<file path="src/hdl/i2c_register_master_assert.svh">
// ---------------------------------------------------------------------------
// i2c register master assertion macros
// shared concurrent checks, clocked on clk and disabled while rst_n is low
// ---------------------------------------------------------------------------
`ifndef I2C_REGISTER_MASTER_ASSERT_SVH
`define I2C_REGISTER_MASTER_ASSERT_SVH

// same-cycle implication
`define I2CRM_ASSERT_NOW(label, ante, cons) \
  label: assert property (@(posedge clk) disable iff (!rst_n) (ante) |-> (cons)) \
    else $error("i2c register master check failed");

// next-cycle implication
`define I2CRM_ASSERT_NEXT(label, ante, cons) \
  label: assert property (@(posedge clk) disable iff (!rst_n) (ante) |=> (cons)) \
    else $error("i2c register master check failed");

`endif

</file>
<file path="src/hdl/i2crm_pkg.sv">
// ---------------------------------------------------------------------------
// i2crm_pkg
// types, codes and sizes shared by the i2c register master modules
// ---------------------------------------------------------------------------
`default_nettype none

package i2crm_pkg;

  // stream widths
  localparam int IN_TDATA_W  = 32;
  localparam int IN_TUSER_W  = 2;
  localparam int OUT_TDATA_W = 32;

  // command queue between front and back
  localparam int QUEUE_DEPTH = 4;
  localparam int QUEUE_AW    = $clog2(QUEUE_DEPTH);

  // function codes on the input tuser
  localparam logic [1:0] FUNC_TICK  = 2'd0;
  localparam logic [1:0] FUNC_WRITE = 2'd1;
  localparam logic [1:0] FUNC_READ  = 2'd2;

  // completion status codes
  localparam logic [1:0] STATUS_OK        = 2'd0;
  localparam logic [1:0] STATUS_BUS_BUSY  = 2'd1;
  localparam logic [1:0] STATUS_ADDR_NACK = 2'd2;
  localparam logic [1:0] STATUS_DATA_NACK = 2'd3;

  // direction bit appended to the device address
  localparam logic RW_WRITE = 1'b0;
  localparam logic RW_READ  = 1'b1;

  // number of bits in one bus byte
  localparam logic [3:0] BITS_PER_BYTE = 4'd8;

  // classified command kind
  typedef enum logic [1:0] {
    KIND_TICK     = 2'd0,
    KIND_BEGIN_WR = 2'd1,
    KIND_BEGIN_RD = 2'd2
  } kind_t;

  // bus sequencer steps, one-hot
  typedef enum logic [13:0] {
    STEP_IDLE    = 14'b00000000000001,
    STEP_START   = 14'b00000000000010,
    STEP_RSTART  = 14'b00000000000100,
    STEP_TX_AW   = 14'b00000000001000,
    STEP_ACK_AW  = 14'b00000000010000,
    STEP_TX_REG  = 14'b00000000100000,
    STEP_ACK_REG = 14'b00000001000000,
    STEP_TX_DAT  = 14'b00000010000000,
    STEP_ACK_DAT = 14'b00000100000000,
    STEP_TX_AR   = 14'b00001000000000,
    STEP_ACK_AR  = 14'b00010000000000,
    STEP_RX      = 14'b00100000000000,
    STEP_MACK    = 14'b01000000000000,
    STEP_STOP    = 14'b10000000000000
  } step_t;

  // one queued tick
  typedef struct packed {
    kind_t      kind;
    logic [6:0] dev_addr;
    logic [7:0] reg_addr;
    logic [7:0] byte_count;
    logic [7:0] wr_byte;
    logic       sda_in;
  } entry_t;

  // one result word
  typedef struct packed {
    logic        scl_out;
    logic        sda_out;
    logic [7:0]  rd_byte;
    logic        rd_valid;
    logic        rd_last;
    logic        wr_taken;
    logic        busy_res;
    logic        done_res;
    logic [1:0]  status;
    logic [15:0] error_count;
  } result_t;

endpackage

`default_nettype wire

</file>
<file path="src/hdl/i2crm_front.sv">
// ---------------------------------------------------------------------------
// i2crm_front
// unpacks input words and classifies the function code into a command kind
// ---------------------------------------------------------------------------
`default_nettype none

module i2crm_front (
  input  wire logic                            in_tvalid,
  output logic                                 in_tready,
  input  wire logic [i2crm_pkg::IN_TDATA_W-1:0] in_tdata,
  input  wire logic [i2crm_pkg::IN_TUSER_W-1:0] in_tuser,
  output logic                                 push_valid,
  input  wire logic                            push_ready,
  output i2crm_pkg::entry_t                    push_data
);
  import i2crm_pkg::*;

  kind_t kind;

  // begin codes become their kinds, anything else is a plain tick
  always_comb begin
    unique case (in_tuser)
      FUNC_WRITE: kind = KIND_BEGIN_WR;
      FUNC_READ:  kind = KIND_BEGIN_RD;
      default:    kind = KIND_TICK;
    endcase
  end

  // field unpacking from the lowest bit up
  always_comb begin
    push_data.kind       = kind;
    push_data.dev_addr   = in_tdata[6:0];
    push_data.reg_addr   = in_tdata[14:7];
    push_data.byte_count = in_tdata[22:15];
    push_data.wr_byte    = in_tdata[30:23];
    push_data.sda_in     = in_tdata[31];
  end

  assign push_valid = in_tvalid;
  assign in_tready  = push_ready;

endmodule

`default_nettype wire

</file>
<file path="src/hdl/i2crm_queue.sv">
// ---------------------------------------------------------------------------
// i2crm_queue
// small first-in first-out queue of classified words between front and back
// ---------------------------------------------------------------------------
`default_nettype none

module i2crm_queue (
  input  wire logic              clk,
  input  wire logic              rst_n,
  input  wire logic              push_valid,
  output logic                   push_ready,
  input  wire i2crm_pkg::entry_t push_data,
  output logic                   pop_valid,
  input  wire logic              pop_ready,
  output i2crm_pkg::entry_t      pop_data
);
  import i2crm_pkg::*;

  entry_t                mem_r [QUEUE_DEPTH];
  logic [QUEUE_AW-1:0]   wr_ptr_r;
  logic [QUEUE_AW-1:0]   rd_ptr_r;
  logic [QUEUE_AW:0]     count_r;
  logic                  push;
  logic                  pop;

  assign push_ready = (count_r != QUEUE_DEPTH[QUEUE_AW:0]);
  assign pop_valid  = (count_r != '0);
  assign push       = push_valid & push_ready;
  assign pop        = pop_valid & pop_ready;
  assign pop_data   = mem_r[rd_ptr_r];

  // entry storage
  always_ff @(posedge clk) begin
    if (push) begin
      mem_r[wr_ptr_r] <= push_data;
    end
  end

  // pointers and fill level
  always_ff @(posedge clk) begin
    if (!rst_n) begin
      wr_ptr_r <= '0;
      rd_ptr_r <= '0;
      count_r  <= '0;
    end else begin
      if (push) begin
        wr_ptr_r <= wr_ptr_r + 1'b1;
      end
      if (pop) begin
        rd_ptr_r <= rd_ptr_r + 1'b1;
      end
      if (push && !pop) begin
        count_r <= count_r + 1'b1;
      end else if (pop && !push) begin
        count_r <= count_r - 1'b1;
      end
    end
  end

endmodule

`default_nettype wire

</file>
<file path="src/hdl/i2crm_seq.sv">
// ---------------------------------------------------------------------------
// i2crm_seq
// bus sequencer: steps the i2c transaction one tick per word, holds a result
// ---------------------------------------------------------------------------
`default_nettype none

`include "i2c_register_master_assert.svh"

module i2crm_seq (
  input  wire logic              clk,
  input  wire logic              rst_n,
  input  wire logic              entry_valid,
  output logic                   entry_ready,
  input  wire i2crm_pkg::entry_t entry,
  output logic                   res_valid,
  input  wire logic              res_ready,
  output i2crm_pkg::result_t     res
);
  import i2crm_pkg::*;

  step_t       step_r,  step_nxt;
  logic [1:0]  phase_r, phase_nxt;
  logic [3:0]  bit_r,   bit_nxt;
  logic [7:0]  left_r,  left_nxt;
  logic [7:0]  shift_r, shift_nxt;
  logic [6:0]  taddr_r, taddr_nxt;
  logic [7:0]  treg_r,  treg_nxt;
  logic        isrd_r,  isrd_nxt;
  logic [15:0] fail_r,  fail_nxt;
  logic        scl_r,   scl_nxt;
  logic        sda_r,   sda_nxt;
  logic [1:0]  stopc_r, stopc_nxt;
  logic        res_valid_r;
  result_t     res_r, res_nxt;
  logic        step_go;
  logic [3:0]  bit_inc;
  logic [7:0]  rx_shift;
  logic [7:0]  left_dec;

  assign entry_ready = !res_valid_r || res_ready;
  assign step_go     = entry_valid && entry_ready;
  assign res_valid   = res_valid_r;
  assign res         = res_r;
  assign bit_inc     = bit_r + 4'd1;
  assign left_dec    = left_r - 8'd1;
  assign rx_shift    = (bit_r != 4'd0) ? {shift_r[6:0], entry.sda_in} : shift_r;

  // next state and result for the tick at the queue head
  always_comb begin
    step_nxt  = step_r;
    phase_nxt = phase_r;
    bit_nxt   = bit_r;
    left_nxt  = left_r;
    shift_nxt = shift_r;
    taddr_nxt = taddr_r;
    treg_nxt  = treg_r;
    isrd_nxt  = isrd_r;
    fail_nxt  = fail_r;
    scl_nxt   = scl_r;
    sda_nxt   = sda_r;
    stopc_nxt = stopc_r;
    res_nxt          = '0;

    unique case (step_r)
      STEP_IDLE: begin
        scl_nxt = 1'b1;
        sda_nxt = 1'b1;
        if (entry.kind == KIND_BEGIN_WR || entry.kind == KIND_BEGIN_RD) begin
          taddr_nxt = entry.dev_addr;
          treg_nxt  = entry.reg_addr;
          left_nxt  = entry.byte_count;
          isrd_nxt  = (entry.kind == KIND_BEGIN_RD);
          step_nxt  = STEP_START;
          phase_nxt = 2'd1;
          bit_nxt   = 4'd0;
        end
      end

      // start condition, sda must be free before and follow the pull after
      STEP_START: begin
        if ((phase_r <= 2'd1 && !entry.sda_in) || (phase_r > 2'd1 && entry.sda_in)) begin
          res_nxt.done_res = 1'b1;
          res_nxt.status   = STATUS_BUS_BUSY;
          fail_nxt         = fail_r + 16'd1;
          step_nxt         = STEP_IDLE;
          phase_nxt        = 2'd0;
          bit_nxt          = 4'd0;
          scl_nxt          = 1'b1;
          sda_nxt          = 1'b1;
        end else if (phase_r <= 2'd1) begin
          scl_nxt   = 1'b1;
          sda_nxt   = 1'b0;
          phase_nxt = 2'd2;
        end else begin
          shift_nxt = {taddr_r, RW_WRITE};
          step_nxt  = STEP_TX_AW;
          phase_nxt = 2'd0;
          bit_nxt   = 4'd0;
        end
      end

      // repeated start, line checks not made
      STEP_RSTART: begin
        if (phase_r == 2'd0) begin
          scl_nxt   = 1'b1;
          sda_nxt   = 1'b1;
          phase_nxt = 2'd1;
        end else if (phase_r == 2'd1) begin
          scl_nxt   = 1'b1;
          sda_nxt   = 1'b0;
          phase_nxt = 2'd2;
        end else begin
          shift_nxt = {taddr_r, RW_READ};
          step_nxt  = STEP_TX_AR;
          phase_nxt = 2'd0;
          bit_nxt   = 4'd0;
        end
      end

      // byte transmit, msb first
      STEP_TX_AW, STEP_TX_REG, STEP_TX_DAT, STEP_TX_AR: begin
        if (phase_r == 2'd0) begin
          scl_nxt   = 1'b0;
          phase_nxt = 2'd1;
        end else if (phase_r == 2'd1) begin
          sda_nxt   = shift_r[7];
          shift_nxt = {shift_r[6:0], 1'b0};
          phase_nxt = 2'd2;
        end else begin
          scl_nxt   = 1'b1;
          bit_nxt   = bit_inc;
          phase_nxt = 2'd0;
          if (bit_inc >= BITS_PER_BYTE) begin
            bit_nxt = 4'd0;
            unique case (step_r)
              STEP_TX_AW:  step_nxt = STEP_ACK_AW;
              STEP_TX_REG: step_nxt = STEP_ACK_REG;
              STEP_TX_DAT: step_nxt = STEP_ACK_DAT;
              default:     step_nxt = STEP_ACK_AR;
            endcase
          end
        end
      end

      // acknowledge slot from the target
      STEP_ACK_AW, STEP_ACK_REG, STEP_ACK_DAT, STEP_ACK_AR: begin
        if (phase_r == 2'd0) begin
          scl_nxt   = 1'b0;
          phase_nxt = 2'd1;
        end else if (phase_r == 2'd1) begin
          sda_nxt   = 1'b1;
          phase_nxt = 2'd2;
        end else if (phase_r == 2'd2) begin
          scl_nxt   = 1'b1;
          phase_nxt = 2'd3;
        end else begin
          scl_nxt   = 1'b0;
          phase_nxt = 2'd0;
          bit_nxt   = 4'd0;
          unique case (step_r)
            STEP_ACK_AW: begin
              if (entry.sda_in) begin
                stopc_nxt = STATUS_ADDR_NACK;
                step_nxt  = STEP_STOP;
              end else begin
                shift_nxt = treg_r;
                step_nxt  = STEP_TX_REG;
              end
            end
            STEP_ACK_REG, STEP_ACK_DAT: begin
              if (step_r == STEP_ACK_REG && isrd_r) begin
                step_nxt = STEP_RSTART;
              end else if (step_r == STEP_ACK_DAT && entry.sda_in) begin
                stopc_nxt = STATUS_DATA_NACK;
                step_nxt  = STEP_STOP;
              end else if (left_r == 8'd0) begin
                stopc_nxt = STATUS_OK;
                step_nxt  = STEP_STOP;
              end else begin
                shift_nxt        = entry.wr_byte;
                step_nxt         = STEP_TX_DAT;
                res_nxt.wr_taken = 1'b1;
                left_nxt         = left_dec;
              end
            end
            default: begin
              if (left_r == 8'd0) begin
                stopc_nxt = STATUS_OK;
                step_nxt  = STEP_STOP;
              end else begin
                shift_nxt = 8'd0;
                step_nxt  = STEP_RX;
              end
            end
          endcase
        end
      end

      // receive, sample on each low phase after the first
      STEP_RX: begin
        if (phase_r == 2'd0) begin
          shift_nxt = rx_shift;
          scl_nxt   = 1'b0;
          if (bit_r >= BITS_PER_BYTE) begin
            res_nxt.rd_byte  = rx_shift;
            res_nxt.rd_valid = 1'b1;
            res_nxt.rd_last  = (left_r == 8'd1);
            step_nxt         = STEP_MACK;
            phase_nxt        = 2'd1;
            bit_nxt          = 4'd0;
          end else begin
            sda_nxt   = 1'b1;
            phase_nxt = 2'd1;
          end
        end else begin
          scl_nxt   = 1'b1;
          bit_nxt   = bit_inc;
          phase_nxt = 2'd0;
        end
      end

      // master ack, nack on the last byte
      STEP_MACK: begin
        if (phase_r <= 2'd1) begin
          sda_nxt   = !(left_r > 8'd1);
          phase_nxt = 2'd2;
        end else if (phase_r == 2'd2) begin
          scl_nxt   = 1'b1;
          phase_nxt = 2'd3;
        end else begin
          scl_nxt   = 1'b0;
          left_nxt  = left_dec;
          phase_nxt = 2'd0;
          bit_nxt   = 4'd0;
          if (left_dec != 8'd0) begin
            shift_nxt = 8'd0;
            step_nxt  = STEP_RX;
          end else begin
            stopc_nxt = STATUS_OK;
            step_nxt  = STEP_STOP;
          end
        end
      end

      // stop condition, then report
      STEP_STOP: begin
        if (phase_r == 2'd0) begin
          scl_nxt   = 1'b0;
          phase_nxt = 2'd1;
        end else if (phase_r == 2'd1) begin
          sda_nxt   = 1'b0;
          phase_nxt = 2'd2;
        end else if (phase_r == 2'd2) begin
          scl_nxt   = 1'b1;
          phase_nxt = 2'd3;
        end else begin
          res_nxt.done_res = 1'b1;
          res_nxt.status   = stopc_r;
          if (stopc_r != STATUS_OK) begin
            fail_nxt = fail_r + 16'd1;
          end
          step_nxt  = STEP_IDLE;
          phase_nxt = 2'd0;
          bit_nxt   = 4'd0;
          scl_nxt   = 1'b1;
          sda_nxt   = 1'b1;
        end
      end

      default: begin
        step_nxt  = STEP_IDLE;
        phase_nxt = 2'd0;
        bit_nxt   = 4'd0;
        scl_nxt   = 1'b1;
        sda_nxt   = 1'b1;
      end
    endcase

    res_nxt.scl_out     = scl_nxt;
    res_nxt.sda_out     = sda_nxt;
    res_nxt.busy_res    = (step_nxt != STEP_IDLE);
    res_nxt.error_count = fail_nxt;
  end

  // sequencer state
  always_ff @(posedge clk) begin
    if (!rst_n) begin
      step_r  <= STEP_IDLE;
      phase_r <= 2'd0;
      bit_r   <= 4'd0;
      left_r  <= 8'd0;
      shift_r <= 8'd0;
      taddr_r <= 7'd0;
      treg_r  <= 8'd0;
      isrd_r  <= 1'b0;
      fail_r  <= 16'd0;
      scl_r   <= 1'b1;
      sda_r   <= 1'b1;
      stopc_r <= STATUS_OK;
    end else if (step_go) begin
      step_r  <= step_nxt;
      phase_r <= phase_nxt;
      bit_r   <= bit_nxt;
      left_r  <= left_nxt;
      shift_r <= shift_nxt;
      taddr_r <= taddr_nxt;
      treg_r  <= treg_nxt;
      isrd_r  <= isrd_nxt;
      fail_r  <= fail_nxt;
      scl_r   <= scl_nxt;
      sda_r   <= sda_nxt;
      stopc_r <= stopc_nxt;
    end
  end

  // output register
  always_ff @(posedge clk) begin
    if (!rst_n) begin
      res_valid_r <= 1'b0;
    end else if (step_go) begin
      res_valid_r <= 1'b1;
    end else if (res_ready) begin
      res_valid_r <= 1'b0;
    end
  end

  always_ff @(posedge clk) begin
    if (step_go) begin
      res_r <= res_nxt;
    end
  end

  // checks
  `I2CRM_ASSERT_NOW(a_done_not_busy, res_valid_r && res_r.done_res, !res_r.busy_res)
  `I2CRM_ASSERT_NOW(a_status_needs_done, res_valid_r && res_r.status != STATUS_OK, res_r.done_res)
  `I2CRM_ASSERT_NEXT(a_fail_counts, step_go && res_nxt.status != STATUS_OK, fail_r == $past(fail_r) + 16'd1)
  `I2CRM_ASSERT_NOW(a_idle_released, step_r == STEP_IDLE, scl_r && sda_r)

endmodule

`default_nettype wire

</file>
<file path="src/hdl/i2c_register_master.sv">
// ---------------------------------------------------------------------------
// i2c_register_master
// tick-driven i2c master for device register writes and reads
// ---------------------------------------------------------------------------
//  channel | ports                         | payload
//  --------+-------------------------------+--------------------------------
//  input   | in_tvalid in_tready           | tuser func, tdata command/tick
//  result  | out_tvalid out_tready         | tdata line drive/status, tuser
//          |                               | rd_valid, tlast rd_last
//
//  one word per clock cycle while the result side takes results; with an empty queue a word's result
//  is registered first in the queue and then in the sequencer's output register
//  the sequencer step is the only loop: one small state update per word
//  a four-word queue lets the input keep flowing while the result side stalls
//  synchronous active-low reset returns to idle with both lines released
//  no clearing pass after reset
// ---------------------------------------------------------------------------
`default_nettype none

module i2c_register_master (
  input  wire logic                             clk,
  input  wire logic                             rst_n,
  input  wire logic                             in_tvalid,
  output logic                                  in_tready,
  // dev_addr[6:0] reg_addr[14:7] byte_count[22:15] wr_byte[30:23] sda_in[31]
  input  wire logic [i2crm_pkg::IN_TDATA_W-1:0]  in_tdata,
  // func[1:0]
  input  wire logic [i2crm_pkg::IN_TUSER_W-1:0]  in_tuser,
  output logic                                  out_tvalid,
  input  wire logic                             out_tready,
  // scl_out[0] sda_out[1] rd_byte[9:2] wr_taken[10] busy_res[11]
  // done_res[12] status[14:13] error_count[30:15] zero[31]
  output logic [i2crm_pkg::OUT_TDATA_W-1:0]     out_tdata,
  // rd_valid[0]
  output logic                                  out_tuser,
  output logic                                  out_tlast
);
  import i2crm_pkg::*;

  entry_t  push_data;
  entry_t  pop_data;
  result_t res;
  logic    push_valid;
  logic    push_ready;
  logic    pop_valid;
  logic    pop_ready;

  // front: unpack and classify
  i2crm_front u_front (
    .in_tvalid  (in_tvalid),
    .in_tready  (in_tready),
    .in_tdata   (in_tdata),
    .in_tuser   (in_tuser),
    .push_valid (push_valid),
    .push_ready (push_ready),
    .push_data  (push_data)
  );

  // queue between front and back
  i2crm_queue u_queue (
    .clk        (clk),
    .rst_n      (rst_n),
    .push_valid (push_valid),
    .push_ready (push_ready),
    .push_data  (push_data),
    .pop_valid  (pop_valid),
    .pop_ready  (pop_ready),
    .pop_data   (pop_data)
  );

  // back: bus sequencer with output register
  i2crm_seq u_seq (
    .clk         (clk),
    .rst_n       (rst_n),
    .entry_valid (pop_valid),
    .entry_ready (pop_ready),
    .entry       (pop_data),
    .res_valid   (out_tvalid),
    .res_ready   (out_tready),
    .res         (res)
  );

  // result word packing
  assign out_tdata = {1'b0, res.error_count, res.status, res.done_res, res.busy_res,
                      res.wr_taken, res.rd_byte, res.sda_out, res.scl_out};
  assign out_tuser = res.rd_valid;
  assign out_tlast = res.rd_last;

endmodule

`default_nettype wire
</file>
<file path="config.mk">
export PLATFORM = sky130hd
export DESIGN_NAME = i2c_register_master
export DESIGN_NICKNAME = d
export VERILOG_FILES = /design/src/hdl/i2crm_pkg.sv /design/src/hdl/i2crm_front.sv /design/src/hdl/i2crm_queue.sv /design/src/hdl/i2crm_seq.sv /design/src/hdl/i2c_register_master.sv
export VERILOG_INCLUDE_DIRS = /design/src /design/src/hdl
export SDC_FILE = /design/constraint.sdc
export NUM_CORES = 1
export LEC_CHECK = 0
export ABC_AREA = 1
export BUFFER_PORTS_ARGS = -buffer_cell sky130_fd_sc_hd__buf_2
export CORE_ASPECT_RATIO = 0.7
export CORE_MARGIN = 2
export CORE_UTILIZATION = 56
export CTS_CLUSTER_SIZE = 8
export DETAILED_ROUTE_END_ITERATION = 12
export GPL_ROUTABILITY_DRIVEN = 0
export PLACE_DENSITY_LB_ADDON = 0.15
export SYNTH_ARGS = -nofsm -noshare
export SYNTH_HDL_FRONTEND = slang
export SYNTH_SLANG_ARGS = --single-unit
</file>
<file path="constraint.sdc">
create_clock -name clk -period 3.7 [get_ports clk]
set_input_delay 0.37 -clock clk [delete_from_list [all_inputs] [get_ports clk]]
set_output_delay 0.37 -clock clk [all_outputs]
set_load 0.01 [all_outputs]
</file>
## Word level (Yosys, flattened, before mapping)

Memories as Yosys holds them, arrays and structs flattened. A register that Yosys moved wholly into a read port is not among the register bits.
Cells that the tools add are included.

- Magnitude comparators: 5
- Eq/ne operators: 53
- Shift-type cells: 0
- Mux-type cells: 146
- Divide/modulo/power cells: 0
- Add/sub/neg operators: 7
- Bitwise operators: 4
- $mul: 0
- Reduce and logical (&&, ||, !) cells: 41

Operators with widths:

| kind | count |
|---|---|
| $mux W14 | 24 |
| $mux W8 | 29 |
| $pmux W14 S8 | 1 |
| $mux W16 | 5 |
| $mux W4 | 14 |
| $pmux W8 S6 | 1 |
| $mux W2 | 22 |
| $ne A2 B2 Y1 const B | 18 |
| $pmux W11 S3 | 1 |
| $pmux W16 S2 | 1 |
| $mux W1 | 31 |
| $pmux W14 S2 | 1 |
| $pmux W4 S7 | 1 |
| $pmux W8 S3 | 1 |
| $ne A3 B3 Y1 const B | 7 |
| $reduce_and A20 Y1 | 1 |
| $mux W3 | 6 |
| $add A16 B1 Y16 const B | 1 |
| $pmux W8 S2 | 1 |
| $reduce_or A5 Y1 | 3 |
| $eq A14 B1 Y1 const B | 1 |
| $eq A14 B10 Y1 const B | 1 |
| $eq A14 B11 Y1 const B | 1 |
| $eq A14 B12 Y1 const B | 1 |
| other kinds (50) | 83 |

- Logic and storage cells: 283
- Output and inout port bits: 36
- Memories: 1
- Bits in latches: 0
- Register bits after elaboration: 113
- Bits in writable memories: 136
- ROM bits: 0

Memory list:

| memory | words | width | read ports | clocked after Yosys merged registers in | write ports | line | RTL |
|---|---|---|---|---|---|---|---|
| u_queue.mem_r | 4 | 34 | 1 | 1 | 1 | i2crm_queue.sv:19 | `entry_t mem_r [QUEUE_DEPTH];` |

## Logic depth before layout (Yosys ltp)

Gate-level depths: netlist of run 1.

- Depth after elaboration: 10
- Depth in mapped cells: 16
- Depth with buffers taken out: 16

## By module

A second synthesis of run 1 with hierarchy kept.

- Cells, all modules: 1424
- Area, all modules: 12796.0 sq um

Modules (own cells, without submodules):

| module | area an instance (sq um) | times used | cells an instance | seq. area each (sq um) |
|---|---|---|---|---|
| i2crm_seq | 6784.0 | 1 | 987 | 2452.4 |
| i2crm_queue | 5730.5 | 1 | 397 | 4264.1 |
| i2crm_front | 270.3 | 1 | 38 | 0.0 |
| i2c_register_master | 11.3 | 1 | 2 | 0.0 |

## Least setup slack after synthesis of run 1

OpenSTA, ideal clock, no wires.

- Path type: flip-flop to flip-flop
- Start: register u_queue.count_r[0]
- End: memory u_queue.mem_r[0][0] (netlist name), enable pin
- Path buffers: 0
- Setup time: 0.425 ns
- Slack: 1.071 ns
- Period minus slack after synthesis: 2.629 ns
- Data arrival time: 2.204 ns
- Stages on the path, launching flop included: 5
- Path through: dfxtp_1 inv_1 nand3_1 nand2_1 nor2_1

- Longest elaborated chain between the ends: 4

Ends and longest elaborated chain:

| element | line | RTL |
|---|---|---|
| start: declaration | i2crm_queue.sv:22 | `logic [QUEUE_AW:0] count_r;` |
| start signal: assignment | i2crm_queue.sv:53 | `count_r <= count_r + 1'b1;` |
| start signal: assignment | i2crm_queue.sv:55 | `count_r <= count_r - 1'b1;` |
| $ne A3 B3 Y1 | i2crm_queue.sv:26 | `assign push_ready = (count_r != QUEUE_DEPTH[QUEUE_AW:0]);` |
| net in_tready | i2c_register_master.sv:24 | `output logic in_tready,` |
| $and A1 B1 Y1 | i2crm_queue.sv:28 | `assign push = push_valid & push_ready;` |
| $mux W1 | i2crm_queue.sv:34 | `if (push) begin` |
| $mux W1 (implied by the code) | i2crm_queue.sv:35 | `mem_r[wr_ptr_r] <= push_data;` |
| end: declaration | i2crm_queue.sv:19 |  |

The timed path passes the listed nets, and every way through them passes these cells.

## Worst setup path after layout of run 1

- Start: register u_seq.phase_r[1]
- End: register u_seq.fail_r[7]

- Longest elaborated chain between the ends: 5

Ends and longest elaborated chain:

| element | line | RTL |
|---|---|---|
| start: declaration | i2crm_seq.sv:22 | `logic [1:0] phase_r, phase_nxt;` |
| start signal: assignment | i2crm_seq.sv:302 | `phase_r <= phase_nxt;` |
| $eq A2 B2 Y1 (tied with other cells) | i2crm_seq.sv:253 | `end else if (phase_r == 2'd2) begin` |
| $mux W16 or $logic_and A1 B1 Y1 (tied branches) | i2crm_seq.sv:253, i2crm_seq.sv:81 |  |
| $mux W16 or $logic_or A1 B1 Y1 (tied branches) | i2crm_seq.sv:250, i2crm_seq.sv:81 |  |
| $mux W16, on equally long branches | i2crm_seq.sv:247, i2crm_seq.sv:81 |  |
| $pmux W16 S2 (*) | i2crm_seq.sv:64 | `unique case (step_r)` |
| net u_seq.fail_nxt[7] | i2crm_seq.sv:29 | `logic [15:0] fail_r, fail_nxt;` |
| end signal: assignment | i2crm_seq.sv:309 | `fail_r <= fail_nxt;` |
| end: declaration | i2crm_seq.sv:29 |  |

The timed path passes the listed nets; every way through them passes the cells marked *.
A chain may end at the register's enable or synchronous reset.

==> metrics.csv, run 1 <==
metric,value,unit
Residual DRC,0,
Yosys reg bits,251,
post-layout util,65.6,%
register area share after synthesis,56.4,%
detailed-route wire length,28900,um
hpwl dp,19200,um
Clock Power Share,27.5,%
Async SR Flop Fraction,0,%
Hold Fails Final Rpt,0,
worst r2r path cells,12,
Netlist cell types,46,
maximum clock path buffer count,3,
TritonRoute pass-1 iters,5,
Synth top cells by count,"nand2_1 (216), nor2_1 (203), edfxtp_1 (169), o21ai_0 (148), inv_1 (137)",
WL per Instance,16.9,um
Worst-Skew Late Latency,0.52,ns
"Reg clk slew, reported paths",0.05,ns
worst slew pin tran,0.782,ns
Sw Share,39.3,%
Via-to-Cell Ratio,5.61,
kind of critical path,reg2reg,
Placed Instance Area,12600,um^2
Final Instance Count excl. Fillers,1716,
clock root buffer,clkbuf_16,
status,finished clean,
unrepaired setup endpoints after global routing,false,
setup_tns,0,ns
post-synthesis cell area,11900,um^2
IO Port Bufs,72,
global-route wire length before repair,46100,um
core box area,20800,um^2
Most used DFF post-synth,edfxtp_1,
CTS Sinks,251,
Starting DRT DRC Count,1062,
number of I/O pins,74,
Mapped Cells,1334,
Worst Hold Path Cells,1,
max_slew headroom,47.8,%
Starting Density,57.2,%
Ys Warns,0,
H-tree levels,2,
Hold WS,0.0574,ns
"Setup Fix Bufs, Post-CTS",0,
initial antenna violation count,0,
skew final,0.0152,ns
Max Cap Violations,0,
Comb power frac,36.0,%
crit share post-route,88.9,%
Setup crit start kind,flip-flop,
vias,9633,
Psw,4430,uW
row cnt,44,
sequential cell fraction of total power,36.5,%
worst vdd ir,0.000444,V
Worst setup EP type,flip-flop,
diode count,0,
post-synth top area share,42.6,%
# setup viols final,0,
WP data required,4.11,ns
number of flops mapped to enable cells by yosys,169,
crit path DAT,3.70,ns
chip width,178,um
vias in the first global route,8791,
"Hold-fix buffers, CTS",0,
CTS tree,built,
P per Cell Area,826,nW/um^2
largest area contributor in the netlist,edfxtp_1,
area grow syn2layout,14.6,%
clock period minus worst slack,3.29,ns
grt ovf,0,
"top cells by area, synth","edfxtp_1 (43%), dfxtp_1 (14%), nand2_1 (6.8%)",
Die Y,126,um
Fmax,0.304,GHz
largest net degree at the start of global routing,65,
Slew Limit Fails,0,
R2R Setup Slk,0.41,ns
antenna violation net count after detailed routing,0,
Internal Power,6840,uW
top-count cell post-synth,nand2_1,
Mapped Avg Cell Area,8.93,um^2
Die ar.,22500,um^2
cts bufs inserted,37,
Synthesized Nets,1392,
placed cell count,1649,
Hold Crit Class,in2reg,
GRT Total Usage,26.2,%
leakage power,0.00563,uW
Crit Path Max Fanout,19,
Resized Gates After CTS,0,
Final Cell Area,13600,um^2
Final #Nets,1470,
share of cells above drive strength 1,13.3,%
Filler Cell Count,1687,
layout make-up:
cell class / instances / area (um^2) / share of cell area, %
clock buffer: 63 / 1020 / 7.50
clock inverter: 4 / 68.8 / 0.504
inverter: 149 / 559 / 4.10
multi-input combinational: 885 / 4450 / 32.6
sequential: 251 / 6720 / 49.2
tap: 276 / 345 / 2.53
timing repair buffer: 88 / 480 / 3.52
worst paths after layout:
check                                 startpoint                   end
worst max-delay path            u_seq.phase_r[1]       u_seq.fail_r[7]
worst min-delay path                 in_tdata[3]  u_queue.mem_r[3][28]
worst max register to register  u_seq.phase_r[1]       u_seq.fail_r[7]
worst min register to register      u_seq.isrd_r          u_seq.isrd_r
layer usage:
layer	track usage (%)	share of wire, %
met2	36.7	41
met3	5.56	9.1
met5	0	0
met1	40.8	48
met4	7.84	2.2
logic make-up after synthesis:
kind of cell	synth area share, %
XOR/XNOR	0.662
AO/OA/AOI/OAI	13.3
other	0.0315
flip-flops	56.4
adder cells (fa/ha/maj)	2.16
buffers and inverters	6.53
AND/OR/NAND/NOR	20.9
worst max-delay path: stages, from the launching register on:
cell and delay, ns:
dfxtp_1 0.49, inv_1 0.16, ha_1 0.36, nor2_1 0.26, clkinv_1 0.26, ha_1 0.39
nand3_1 0.20, nand2_2 0.40, inv_2 0.19, o21ai_0 0.21, o31ai_1 0.11, o21ai_1 0.12
inv_1 0.04
power by group through the flow:
stage	sequential, uW	combinational, uW	clock (uW)
finish	4120	4060	3100
global placement	4130	3920	0
detailed placement	4150	3980	0
CTS	4110	4010	3150
floorplan	4160	2820	0
global route	4190	4550	3290
sequential cells by signal, indices dropped and copies added (netlist names), named ones only:
signal	count
u_queue.mem_r	136
u_seq.res	33
u_seq.fail_r	16
u_seq.step_r	14
u_seq.left_r	8
u_seq.shift_r	8
u_seq.treg_r	8
u_seq.taddr_r	7
u_seq.bit_r	4
u_queue.count_r	3
u_queue.rd_ptr_r	2
u_queue.wr_ptr_r	2
u_seq.phase_r	2
u_seq.stopc_r	2
u_seq.isrd_r	1
u_seq.res_valid	1
u_seq.scl_r	1
u_seq.sda_r	1
layout by cell type (no fill, tap or decap), drive strengths merged:
cell type    n
o31ai        2
nor3        10
nor4         1
buf         88
clkinv       5
o22ai       31
nand4       13
o311ai       5
clkbuf      63
conb         1
a32o         1
nand3b       2
a21o         1
a211oi       1
xnor2        2
nand3       74
edfxtp     169
or2          3
a21oi       83
xor2         7
o21bai       2
o211ai       5
dfxtp       82
nor2       218
o21ai      160
nand2      236
and3         2
fa           1
inv        148
a31oi        3
ha          19
o21a         2
metrics by stage:
| step | setup slack (ns) | power [uW] |
|---|---|---|
| after floorplan | 1.07 | 6980 |
| after global placement | 0.685 | 8050 |
| after detailed placement | 0.504 | 8130 |
| after CTS | 0.504 | 11300 |
| after global routing | 0.139 | 12000 |
| final | 0.410 | 11300 |
Power figures use the tool's default switching activity.
==> run 2, diff against run 1 <==
CTS_BUF_LIST = sky130_fd_sc_hd__clkbuf_4   (was unset)
MAX_ROUTING_LAYER = met4   (was unset)
clock period = 2.95 ns   (was 3.7 ns; I/O delays follow)
==> metrics.csv, run 2 (synthesized netlist as in run 1, its figures left out) <==
metric,value,unit,change
status,finished clean,,
cts bufs inserted,60,,+62%
Worst Hold Path Cells,4,,+3
setup_tns,0,ns,unchanged
clock root buffer,clkbuf_4,,
grt ovf,0,,unchanged
worst vdd ir,0.000497,V,+12%
vias,9981,,+3.6%
Fmax,0.359,GHz,+18%
number of flip-flops in the largest register,136,,unchanged
Hold WS,0.201,ns,+0.143 ns
Starting DRT DRC Count,1373,,+29%
worst r2r path cells,12,,unchanged
worst slew pin tran,0.946,ns,+0.164 ns
crit path DAT,3.38,ns,-0.32 ns
IO Port Bufs,72,,unchanged
area grow syn2layout,16.5,%,
Final Instance Count excl. Fillers,1811,,+5.5%
crit path cell chain,inv_1 -> ha_1 -> nor2_1 -> nand2_2 -> a21oi_1 -> nand2_1 -> nand2_2 -> inv_2 -> o21ai_0 -> nand2_1 -> o21ai_0 -> inv_1,,
TritonRoute pass-1 iters,6,,+1
kind of critical path,reg2reg,,
global-route wire length before repair,47700,um,+3.4%
Worst setup EP type,flip-flop,,
WP depth,12,,unchanged
final setup margin,0.167,ns,-0.243 ns
Final #Nets,1540,,+4.8%
Hold Fails Final Rpt,0,,unchanged
DP Worst Slack,0.227,ns,-0.277 ns
"Reg clk slew, reported paths",0.07,ns,+0.02 ns
maximum clock path buffer count,3,,unchanged
Max Cap Violations,0,,unchanged
vias in the first global route,9232,,+5.0%
Hold Crit Class,in2reg,,
most frequent cells in the layout,"nand2_1 (215), nor2_1 (199), edfxtp_1 (169), o21ai_0 (148), inv_1 (137)",,
WL per Instance,16.6,um,-1.6%
WP data required,3.55,ns,-0.56 ns
clock period minus worst slack,2.78,ns,-0.507 ns
detailed-route wire length,30000,um,+3.9%
leakage power,0.00585,uW,+3.8%
core box area,20800,um^2,unchanged
row cnt,44,,unchanged
share of cells above drive strength 1,17.5,%,+4.3 points
unrepaired setup endpoints after global routing,false,,
most flop-heavy register,u_queue.mem_r,,
crit path buf inv count,3,,-1
CP max stage delay,0.47,ns,-0.02 ns
max_slew headroom,36.9,%,-11 points
largest net degree at the start of global routing,59,,-9.2%
antenna violation net count after detailed routing,0,,unchanged
Via-to-Cell Ratio,5.51,,-1.8%
Starting Density,57.2,%,unchanged
Residual DRC,0,,unchanged
P per Cell Area,974,nW/um^2,+18%
hpwl dp,19900,um,+3.5%
initial antenna violation count,2,,+2
skew final,0.0354,ns,+0.0202 ns
GRT Total Usage,28.0,%,+1.8 points
Crit Path Max Fanout,13,,-6
crit share post-route,94.3,%,+5.4 points
Die ar.,22500,um^2,unchanged
Setup crit start kind,flip-flop,,
"commonest non-fill, non-tap cell in the layout",nand2_1,,
H-tree levels,2,,unchanged
# setup viols final,0,,unchanged
Slew Limit Fails,0,,unchanged
Die Y,126,um,unchanged
critical-path cell with the highest stage delay,dfxtp_1,,
chip width,178,um,unchanged
Worst-Skew Late Latency,0.71,ns,+0.19 ns
number of I/O pins,74,,unchanged
Crit path max-delay family,simple AND/OR/NAND/NOR gates,,
CTS tree,built,,
CTS Sinks,251,,unchanged
placed cell count,1659,,+0.61%
## run 2: cell count changes in the layout (fill, tap and decap cells not counted), sizes merged
cell,delta
dlygate4sd3,+37
buf,+10
diode,+2
bufinv,+2
clkbuf,+42
clkinv,+2
## run 2: repair_timing
item,CTS,global route
resized for setup,0,1
hold endpoints to repair,138,0
hold buffers,37,0
endpoints found under the setup margin,0,7
buffers inserted,0,0
## run 2: worst paths after layout
kind | from | to | slack (ns)
setup / recovery | u_seq.phase_r[0] | u_seq.fail_r[10] | 0.17
hold / removal | rst_n | u_seq.bit_r[2] | 0.20
setup reg to reg | u_seq.phase_r[0] | u_seq.fail_r[10] | 0.17
hold reg to reg | u_seq.treg_r[0] | u_seq.treg_r[0] | 0.45
## run 2: per-layer routing
metal / track usage (%) / routed length (um) / vias to the layer above
met2: 38.2 / 12500 / 496
li1: - / - / 4854
met1: 41.5 / 14000 / 4583
met3: 7.25 / 3090 / 48
met5: - / 0 / -
met4: 7.13 / 434 / 0
## run 2: cell type report
type / instances / area, um^2
Fill cell: 1748 / 6930
Sequential cell: 251 / 6720
Multi-Input combinational cell: 885 / 4450
Timing Repair Buffer: 135 / 926
Clock buffer: 105 / 788
Inverter: 149 / 559
Tap cell: 276 / 345
Clock inverter: 8 / 87.6
Antenna cell: 2 / 5.00
## run 2: metrics by stage
| stage | total power (uW) | area (um^2) | util [%] |
|---|---|---|---|
| 2_1_floorplan | 8760 | 11900 | - |
| 3_3_place_gp | 10200 | 12600 | 60.7 |
| 3_5_place_dp | 10300 | 12600 | 60.7 |
| 4_1_cts | 13500 | 13900 | 66.7 |
| 5_1_grt | 14500 | 13900 | 66.7 |
| 6_report | 13500 | 13900 | 66.7 |
## run 2: worst min-delay path, delay by kind of cell
family / cells / cell delay (ns)
buffers and inverters: 2 / 0.38
AND/OR/NAND/NOR: 2 / 0.16
## run 2: where the power goes
part | internal, uW | switching [uW] | total [uW]
logic | 1610 | 3640 | 5250
registers | 4680 | 455 | 5130
clock network | 1760 | 1380 | 3140
total | 8050 | 5480 | 13500
